--- src/hdl/clist_pkg.sv ---
`default_nettype none
// ----------------------------------------------------------------------------
// clist_pkg: shared types and constants for the cursor list engine
// Request and response payloads, command and status codes, and the control
// word that the controller broadcasts to every storage cell.
// ----------------------------------------------------------------------------
package clist_pkg;

  localparam int unsigned CAPACITY = 16;
  localparam int unsigned IDX_W    = $clog2(CAPACITY);
  localparam int unsigned CNT_W    = $clog2(CAPACITY + 1);
  localparam int unsigned DATA_W   = 32;
  localparam int unsigned POS_W    = 8;

  typedef enum logic [2:0] {
    CMD_PUSH_BACK  = 3'd0,
    CMD_PUSH_FRONT = 3'd1,
    CMD_SET_CURSOR = 3'd2,
    CMD_READ       = 3'd3,
    CMD_OVERWRITE  = 3'd4,
    CMD_REMOVE     = 3'd5
  } cmd_e;

  typedef enum logic [1:0] {
    STATUS_OK    = 2'd0,
    STATUS_FULL  = 2'd1,
    STATUS_EMPTY = 2'd2
  } status_e;

  typedef struct packed {
    logic [2:0]               cmd;
    logic signed [DATA_W-1:0] value;
    logic [POS_W-1:0]         position;
  } req_t;

  typedef struct packed {
    logic signed [DATA_W-1:0] data;
    logic [4:0]               count;
    logic [3:0]               cursor_index;
    logic [1:0]               status;
  } rsp_t;

  // One control word drives the whole chain of cells.
  typedef struct packed {
    logic                     shift_in_front;
    logic                     shift_out;
    logic                     load_back;
    logic                     load_cursor;
    logic [IDX_W-1:0]         cursor;
    logic [CNT_W-1:0]         count;
    logic signed [DATA_W-1:0] value;
  } cell_ctrl_t;

endpackage
`default_nettype wire

--- src/hdl/clist_cell.sv ---
`default_nettype none
// ----------------------------------------------------------------------------
// clist_cell: one storage cell of the list chain
// Holds the element at its position and takes a new value from the request,
// from its left neighbor (push at front) or its right neighbor (remove).
// ----------------------------------------------------------------------------
module clist_cell (
  input  logic                                      clk_i,
  input  logic [clist_pkg::IDX_W-1:0]               index_i,
  input  clist_pkg::cell_ctrl_t                     ctrl_i,
  input  logic signed [clist_pkg::DATA_W-1:0]       left_i,
  input  logic signed [clist_pkg::DATA_W-1:0]       right_i,
  output logic signed [clist_pkg::DATA_W-1:0]       entry_o
);

  logic signed [clist_pkg::DATA_W-1:0] entry_q, entry_d;
  logic [clist_pkg::CNT_W-1:0]         index_ext;

  assign index_ext = clist_pkg::CNT_W'(index_i);

  always_comb begin
    entry_d = entry_q;
    if (ctrl_i.shift_in_front) begin
      entry_d = left_i;
    end else if (ctrl_i.shift_out && (index_i >= ctrl_i.cursor)) begin
      // close the gap: everything at and behind the cursor moves forward
      entry_d = right_i;
    end else if (ctrl_i.load_back && (index_ext == ctrl_i.count)) begin
      entry_d = ctrl_i.value;
    end else if (ctrl_i.load_cursor && (index_i == ctrl_i.cursor)) begin
      entry_d = ctrl_i.value;
    end
  end

  // hold the element; positions at or beyond the count are never read
  always_ff @(posedge clk_i) begin
    entry_q <= entry_d;
  end

  assign entry_o = entry_q;

endmodule
`default_nettype wire

--- src/hdl/clist_ctrl.sv ---
`default_nettype none
// ----------------------------------------------------------------------------
// clist_ctrl: command decode, count and cursor state, result register
// Decodes one request per cycle, drives the cell chain control word and
// registers the response together with its strobe.
// ----------------------------------------------------------------------------
module clist_ctrl (
  input  logic                                clk_i,
  input  logic                                rst_ni,
  input  logic                                accept_i,
  input  clist_pkg::req_t                     req_i,
  input  logic signed [clist_pkg::DATA_W-1:0] rd_data_i,
  output logic [clist_pkg::IDX_W-1:0]         cursor_o,
  output clist_pkg::cell_ctrl_t               ctrl_o,
  output clist_pkg::rsp_t                     rsp_o,
  output logic                                done_o
);

  logic [clist_pkg::CNT_W-1:0]         count_q, count_d;
  logic [clist_pkg::IDX_W-1:0]         cursor_q, cursor_d;
  logic                                done_q;
  clist_pkg::rsp_t                     rsp_q, rsp_d;
  logic                                full, empty;
  logic [clist_pkg::CNT_W-1:0]         count_dec;
  logic signed [clist_pkg::DATA_W-1:0] data;
  clist_pkg::status_e                  status;

  assign full      = (count_q == clist_pkg::CNT_W'(clist_pkg::CAPACITY));
  assign empty     = (count_q == '0);
  assign count_dec = count_q - clist_pkg::CNT_W'(1);

  always_comb begin
    count_d  = count_q;
    cursor_d = cursor_q;
    data     = '0;
    status   = clist_pkg::STATUS_OK;
    ctrl_o   = '0;
    ctrl_o.cursor = cursor_q;
    ctrl_o.count  = count_q;
    ctrl_o.value  = req_i.value;
    if (accept_i) begin
      case (req_i.cmd)
        clist_pkg::CMD_PUSH_BACK: begin
          if (full) begin
            status = clist_pkg::STATUS_FULL;
          end else begin
            ctrl_o.load_back = 1'b1;
            count_d          = count_q + clist_pkg::CNT_W'(1);
            if (empty) cursor_d = '0;
          end
        end
        clist_pkg::CMD_PUSH_FRONT: begin
          if (full) begin
            status = clist_pkg::STATUS_FULL;
          end else begin
            ctrl_o.shift_in_front = 1'b1;
            count_d               = count_q + clist_pkg::CNT_W'(1);
            // follow the element that the cursor points at
            cursor_d = empty ? '0 : cursor_q + clist_pkg::IDX_W'(1);
          end
        end
        clist_pkg::CMD_SET_CURSOR: begin
          if ((req_i.position != '0) &&
              (req_i.position < clist_pkg::POS_W'(count_q))) begin
            cursor_d = req_i.position[clist_pkg::IDX_W-1:0];
          end else begin
            cursor_d = '0;
          end
        end
        clist_pkg::CMD_READ: begin
          if (empty) status = clist_pkg::STATUS_EMPTY;
          else       data   = rd_data_i;
        end
        clist_pkg::CMD_OVERWRITE: begin
          if (empty) begin
            data   = req_i.value;
            status = clist_pkg::STATUS_EMPTY;
          end else begin
            data               = rd_data_i;
            ctrl_o.load_cursor = 1'b1;
          end
        end
        clist_pkg::CMD_REMOVE: begin
          if (empty) begin
            status = clist_pkg::STATUS_EMPTY;
          end else begin
            data             = rd_data_i;
            ctrl_o.shift_out = 1'b1;
            count_d          = count_dec;
            if (count_dec == '0) begin
              cursor_d = '0;
            end else if (clist_pkg::CNT_W'(cursor_q) >= count_dec) begin
              // removed the tail: step back to the new last element
              cursor_d = count_dec[clist_pkg::IDX_W-1:0] - clist_pkg::IDX_W'(1);
            end
          end
        end
        default: ;
      endcase
    end
    rsp_d.data         = data;
    rsp_d.count        = 5'(count_d);
    rsp_d.cursor_index = 4'(cursor_d);
    rsp_d.status       = status;
  end

  always_ff @(posedge clk_i or negedge rst_ni) begin
    if (!rst_ni) begin
      count_q  <= '0;
      cursor_q <= '0;
      done_q   <= 1'b0;
    end else begin
      count_q  <= count_d;
      cursor_q <= cursor_d;
      done_q   <= accept_i;
    end
  end

  always_ff @(posedge clk_i) begin
    if (accept_i) rsp_q <= rsp_d;
  end

  assign cursor_o = cursor_q;
  assign rsp_o    = rsp_q;
  assign done_o   = done_q;

endmodule
`default_nettype wire

--- src/hdl/cursor_list_engine.sv ---
`default_nettype none
// ----------------------------------------------------------------------------
// cursor_list_engine: ordered list of signed values with a cursor
// A chain of storage cells that shift toward the back on push at front and
// toward the front on remove, plus a controller for count and cursor.
// ----------------------------------------------------------------------------
// A request accepted at a clock edge has its response on rsp_o in the cycle
// after it, with done_o high for a single cycle; rsp_o holds it until the
// next accepted request. The whole cell chain shifts or loads at that edge,
// so busy stays low and a new request can be issued every cycle. The receiver
// cannot stall the block; take each response in the cycle that done_o is high.
module cursor_list_engine (
  input  logic            clk_i,
  input  logic            rst_ni,
  input  logic            start,
  output logic            busy,
  input  clist_pkg::req_t req_i,
  output clist_pkg::rsp_t rsp_o,
  output logic            done_o
);

  logic                                accept;
  logic [clist_pkg::IDX_W-1:0]         cursor;
  clist_pkg::cell_ctrl_t               cell_ctrl;
  logic signed [clist_pkg::DATA_W-1:0] entries [clist_pkg::CAPACITY];

  assign busy   = 1'b0;
  assign accept = start && !busy;

  clist_ctrl u_ctrl (
    .clk_i     (clk_i),
    .rst_ni    (rst_ni),
    .accept_i  (accept),
    .req_i     (req_i),
    .rd_data_i (entries[cursor]),
    .cursor_o  (cursor),
    .ctrl_o    (cell_ctrl),
    .rsp_o     (rsp_o),
    .done_o    (done_o)
  );

  for (genvar i = 0; i < clist_pkg::CAPACITY; i++) begin : g_cell
    logic signed [clist_pkg::DATA_W-1:0] left, right;
    if (i == 0) begin : g_head
      assign left = req_i.value;
    end else begin : g_body
      assign left = entries[i-1];
    end
    if (i == clist_pkg::CAPACITY - 1) begin : g_tail
      assign right = entries[i];
    end else begin : g_inner
      assign right = entries[i+1];
    end
    clist_cell u_cell (
      .clk_i   (clk_i),
      .index_i (clist_pkg::IDX_W'(i)),
      .ctrl_i  (cell_ctrl),
      .left_i  (left),
      .right_i (right),
      .entry_o (entries[i])
    );
  end

  a_done_follows: assert property (@(posedge clk_i) disable iff (!rst_ni)
    accept |=> done_o) else $error("response strobe missing after request");

  a_no_spurious: assert property (@(posedge clk_i) disable iff (!rst_ni)
    !accept |=> !done_o) else $error("response strobe without request");

  a_empty_cursor: assert property (@(posedge clk_i) disable iff (!rst_ni)
    (done_o && rsp_o.count == '0) |-> (rsp_o.cursor_index == '0))
    else $error("cursor not at zero on empty list");

  a_full_count: assert property (@(posedge clk_i) disable iff (!rst_ni)
    (done_o && rsp_o.status == clist_pkg::STATUS_FULL) |->
    (rsp_o.count == 5'(clist_pkg::CAPACITY)))
    else $error("full flag on a list that is not full");

  a_cursor_range: assert property (@(posedge clk_i) disable iff (!rst_ni)
    (done_o && rsp_o.count != '0) |->
    (5'(rsp_o.cursor_index) < rsp_o.count))
    else $error("cursor beyond last element");

endmodule
`default_nettype wire
--- config.mk ---
export PLATFORM = sky130hd
export DESIGN_NAME = cursor_list_engine
export DESIGN_NICKNAME = d
export VERILOG_FILES = /design/src/hdl/clist_pkg.sv /design/src/hdl/clist_cell.sv /design/src/hdl/clist_ctrl.sv /design/src/hdl/cursor_list_engine.sv
export SDC_FILE = /design/constraint.sdc
export NUM_CORES = 1
export LEC_CHECK = 0
export BUFFER_PORTS_ARGS = -buffer_cell sky130_fd_sc_hd__clkbuf_2
export CORE_AREA = 5 5 223 280
export CTS_CLUSTER_SIZE = 14
export DETAILED_ROUTE_END_ITERATION = 10
export DIE_AREA = 0 0 228 285
export GPL_TIMING_DRIVEN = 0
export MAX_ROUTING_LAYER = met4
export PLACE_DENSITY = 0.7
export SLEW_MARGIN = 30
export SYNTH_ARGS = -nofsm -noshare
export SYNTH_HDL_FRONTEND = slang
export SYNTH_SLANG_ARGS = --single-unit
--- constraint.sdc ---
create_clock -name clk_i -period 7.52 [get_ports clk_i]
set_clock_uncertainty 0.1 [all_clocks]
set_input_delay 1.128 -clock clk_i [delete_from_list [all_inputs] [get_ports clk_i]]
set_output_delay 1.128 -clock clk_i [all_outputs]
set_load 0.005 [all_outputs]
==> impl_metrics.json <==
{
  "outcome": "complete, no violations",
  "grt_antenna_before_repair": 5,
  "cp.required_ps": 7820,
  "grt_max_degree": 46,
  "relSlewSlack": 0.235,
  "die-area_um2": 65000,
  "cts-buffers-inserted": 58,
  "vias_per_cell": 7.44,
  "dpl_cell_area_um2": 33900,
  "cap_violations": 0,
  "n_fill_cell": 4969,
  "cts_sinks": 565,
  "cts_tree": "done",
  "fin_crit_ps": 5660,
  "cpMostUsedCell": "buf_2",
  "dieHeight_um": 285,
  "ys_seq_elements": 565,
  "fin_nets": 3099,
  "synth_cells": 2848,
  "clk_pin_slew_ps": 60,
  "root_buffer": "clkbuf_16",
  "grt_pass1_wl_um": 208000,
  "layout_commonest_cell": "nand2_1",
  "postRouteAntennaNets": 0,
  "clock_path_buffers": 3,
  "power_w": 0.0105,
  "cts_setup_buffers": 0,
  "drtIter0Drc": 5217,
  "chipWidth_um": 228,
  "dp_slack_ps": 1590,
  "max_stage_delay_ps": 580,
  "vias": 28700,
  "routed_wl_um": 151000,
  "tightest_slew_ps": 1150,
  "grt_setup_unrepaired": "no",
  "synth_ff_type": "edfxtp_1",
  "cp-start-kind": "flop",
  "end_kind": "flop",
  "crit_arrival_ps": 5960,
  "synth_async_sr_flop_share": 0.0177,
  "synth-edff-count": 555,
  "synth_nets": 2911,
  "drive_above_1_share": 0.154,
  "critPathKind": "flop to flop",
  "crit_buf_inv": 8,
  "mostFrequentLayoutCells": "nand2_1, edfxtp_1, nor2_1",
  "vdd_drop_max_mv": 0.197,
  "grt_overflow": 0,
  "drtPass1Iterations": 8,
  "wl_per_cell_um": 39.2,
  "leakagePower_nw": 13.3,
  "yosysWarnings": 0,
  "hp-class": "input pin to asynchronous set/reset pin",
  "ys_seq_area_frac": 0.533,
  "pin_count": 91,
  "fin_area_um2": 35700,
  "grt_pass1_vias": 27900,
  "synth_cell_type_count": 70,
  "final.period_utilization": 0.753,
  "fmax_ghz": 0.177,
  "globalplace.congestion": 1.06,
  "grt_usage": 0.461,
  "synth.avg_cell_area_um2": 11.1,
  "tns_ps": 0,
  "area_growth_syn_to_layout_pct": 12.5,
  "route.detailed.drc": 0,
  "slowest_stage": "buf_2",
  "fin_ws_ps": 1860,
  "core_um2": 59200,
  "setup_viol": 0,
  "cp_top_family": "buffers and inverters",
  "postCtsHoldBufs": 0,
  "crit_fanout": 10,
  "start_util": 0.536,
  "place_hpwl_um": 109000,
  "h-tree-depth": 2,
  "clock_latency_ps": 660,
  "hold_viol_final": 0,
  "slew_viol_final": 0,
  "synth.cell_area_um2": 31700,
  "p_per_area_nw_per_um2": 295,
  "path_cells": "buf_2 -> buf_2 -> buf_2 -> buf_2 -> inv_1 -> ha_1 -> nand2b_1 -> o21ai_2 -> buf_4 -> nand4_1 -> buf_6 -> buf_4",
  "cts_resized": 0,
  "rows": 100,
  "port-buffer-count": 88
}
-- where the power goes --
part / internal, W / switching (W)
Clock: 0.00160 / 0.00131
Combinational: 0.00121 / 0.00234
Sequential: 0.00385 / 0.000216
-- final timing paths --
kind	start	endpoint	slack (ps)	cells after the start
hold reg to reg	g_cell[14].u_cell.entry_o[15]	g_cell[15].u_cell.entry_o[15]	490	2
setup reg to reg	u_ctrl.cursor_o[0]	g_cell[14].u_cell.entry_o[17]	1860	12
min in group clk_i	g_cell[14].u_cell.entry_o[15]	g_cell[15].u_cell.entry_o[15]	490	2
hold / removal	rst_ni	u_ctrl.count_q[3]	260	1
max in group asynchronous	rst_ni	u_ctrl.cursor_o[0]	6830	1
setup / recovery	u_ctrl.cursor_o[0]	g_cell[14].u_cell.entry_o[17]	1860	12
-- cells in the mapped netlist, types with 9 or more instances --
master / n / share of area
a21oi_1: 38 / 0.0060
a221o_1: 142 / 0.045
a22oi_1: 81 / 0.019
a31oi_1: 74 / 0.015
and3_1: 9 / 0.0018
buf_1: 18 / 0.0021
buf_2: 40 / 0.0063
buf_4: 13 / 0.0031
buf_6: 12 / 0.0043
clkbuf_1: 188 / 0.022
dfrtp_1: 10 / 0.0079
edfxtp_1: 555 / 0.52
ha_1: 17 / 0.0067
mux2_2: 32 / 0.011
mux2i_1: 188 / 0.059
mux4_2: 115 / 0.082
nand2_1: 703 / 0.083
nand3_1: 53 / 0.0084
nor2_1: 228 / 0.027
o211ai_1: 23 / 0.0054
o21ai_0: 182 / 0.029
o221ai_1: 10 / 0.0028
-- through the flow --
stage / utilization / instances / hold slack (ps)
after floorplan: - / 2848 / 436
after global placement: 0.560 / 3701 / 453
after detailed placement: 0.572 / 3740 / 471
after CTS: 0.603 / 3843 / 254
after global routing: 0.603 / 3848 / 276
final: 0.603 / 3849 / 255
-- metal layers --
metal	global-route usage	vias up	part of all wire
li1	-	11200	-
met1	0.527	13900	0.32
met2	0.681	2812	0.43
met3	0.104	825	0.12
met4	0.411	0	0.12
met5	-	-	0
-- layout make-up --
type                            instances  area, µm²  area share
Antenna cell                            5       12.5    0.000350
Multi-Input combinational cell       2001      13700       0.385
Sequential cell                       565      16900       0.474
Buffer                                271       1240      0.0348
Clock buffer                           75       1540      0.0430
Inverter                               11       41.3     0.00116
Tap cell                              765        957      0.0268
Clock inverter                         28        272     0.00760
Timing Repair Buffer                  128        982      0.0275
-- sequential cells by signal (all words and copies together), names as in the netlist --
register	count
u_ctrl.count_q	5
u_ctrl.rsp_o	43
u_ctrl.done_o	1
u_ctrl.cursor_o	4
g_cell.u_cell.entry_o	512
-- logic make-up after synthesis --
| logic type | after synthesis | synth area share |
|---|---|---|
| buf+inv | 282 | 0.0393 |
| flops | 565 | 0.533 |
| mux | 335 | 0.152 |
| fa+ha+maj | 18 | 0.00702 |
| xor+xnor | 6 | 0.00213 |
| compound gates | 606 | 0.137 |
| simple gates | 1035 | 0.130 |
| other cells | 1 | 0.000118 |
Note: power is estimated with default switching activity, not from simulation.
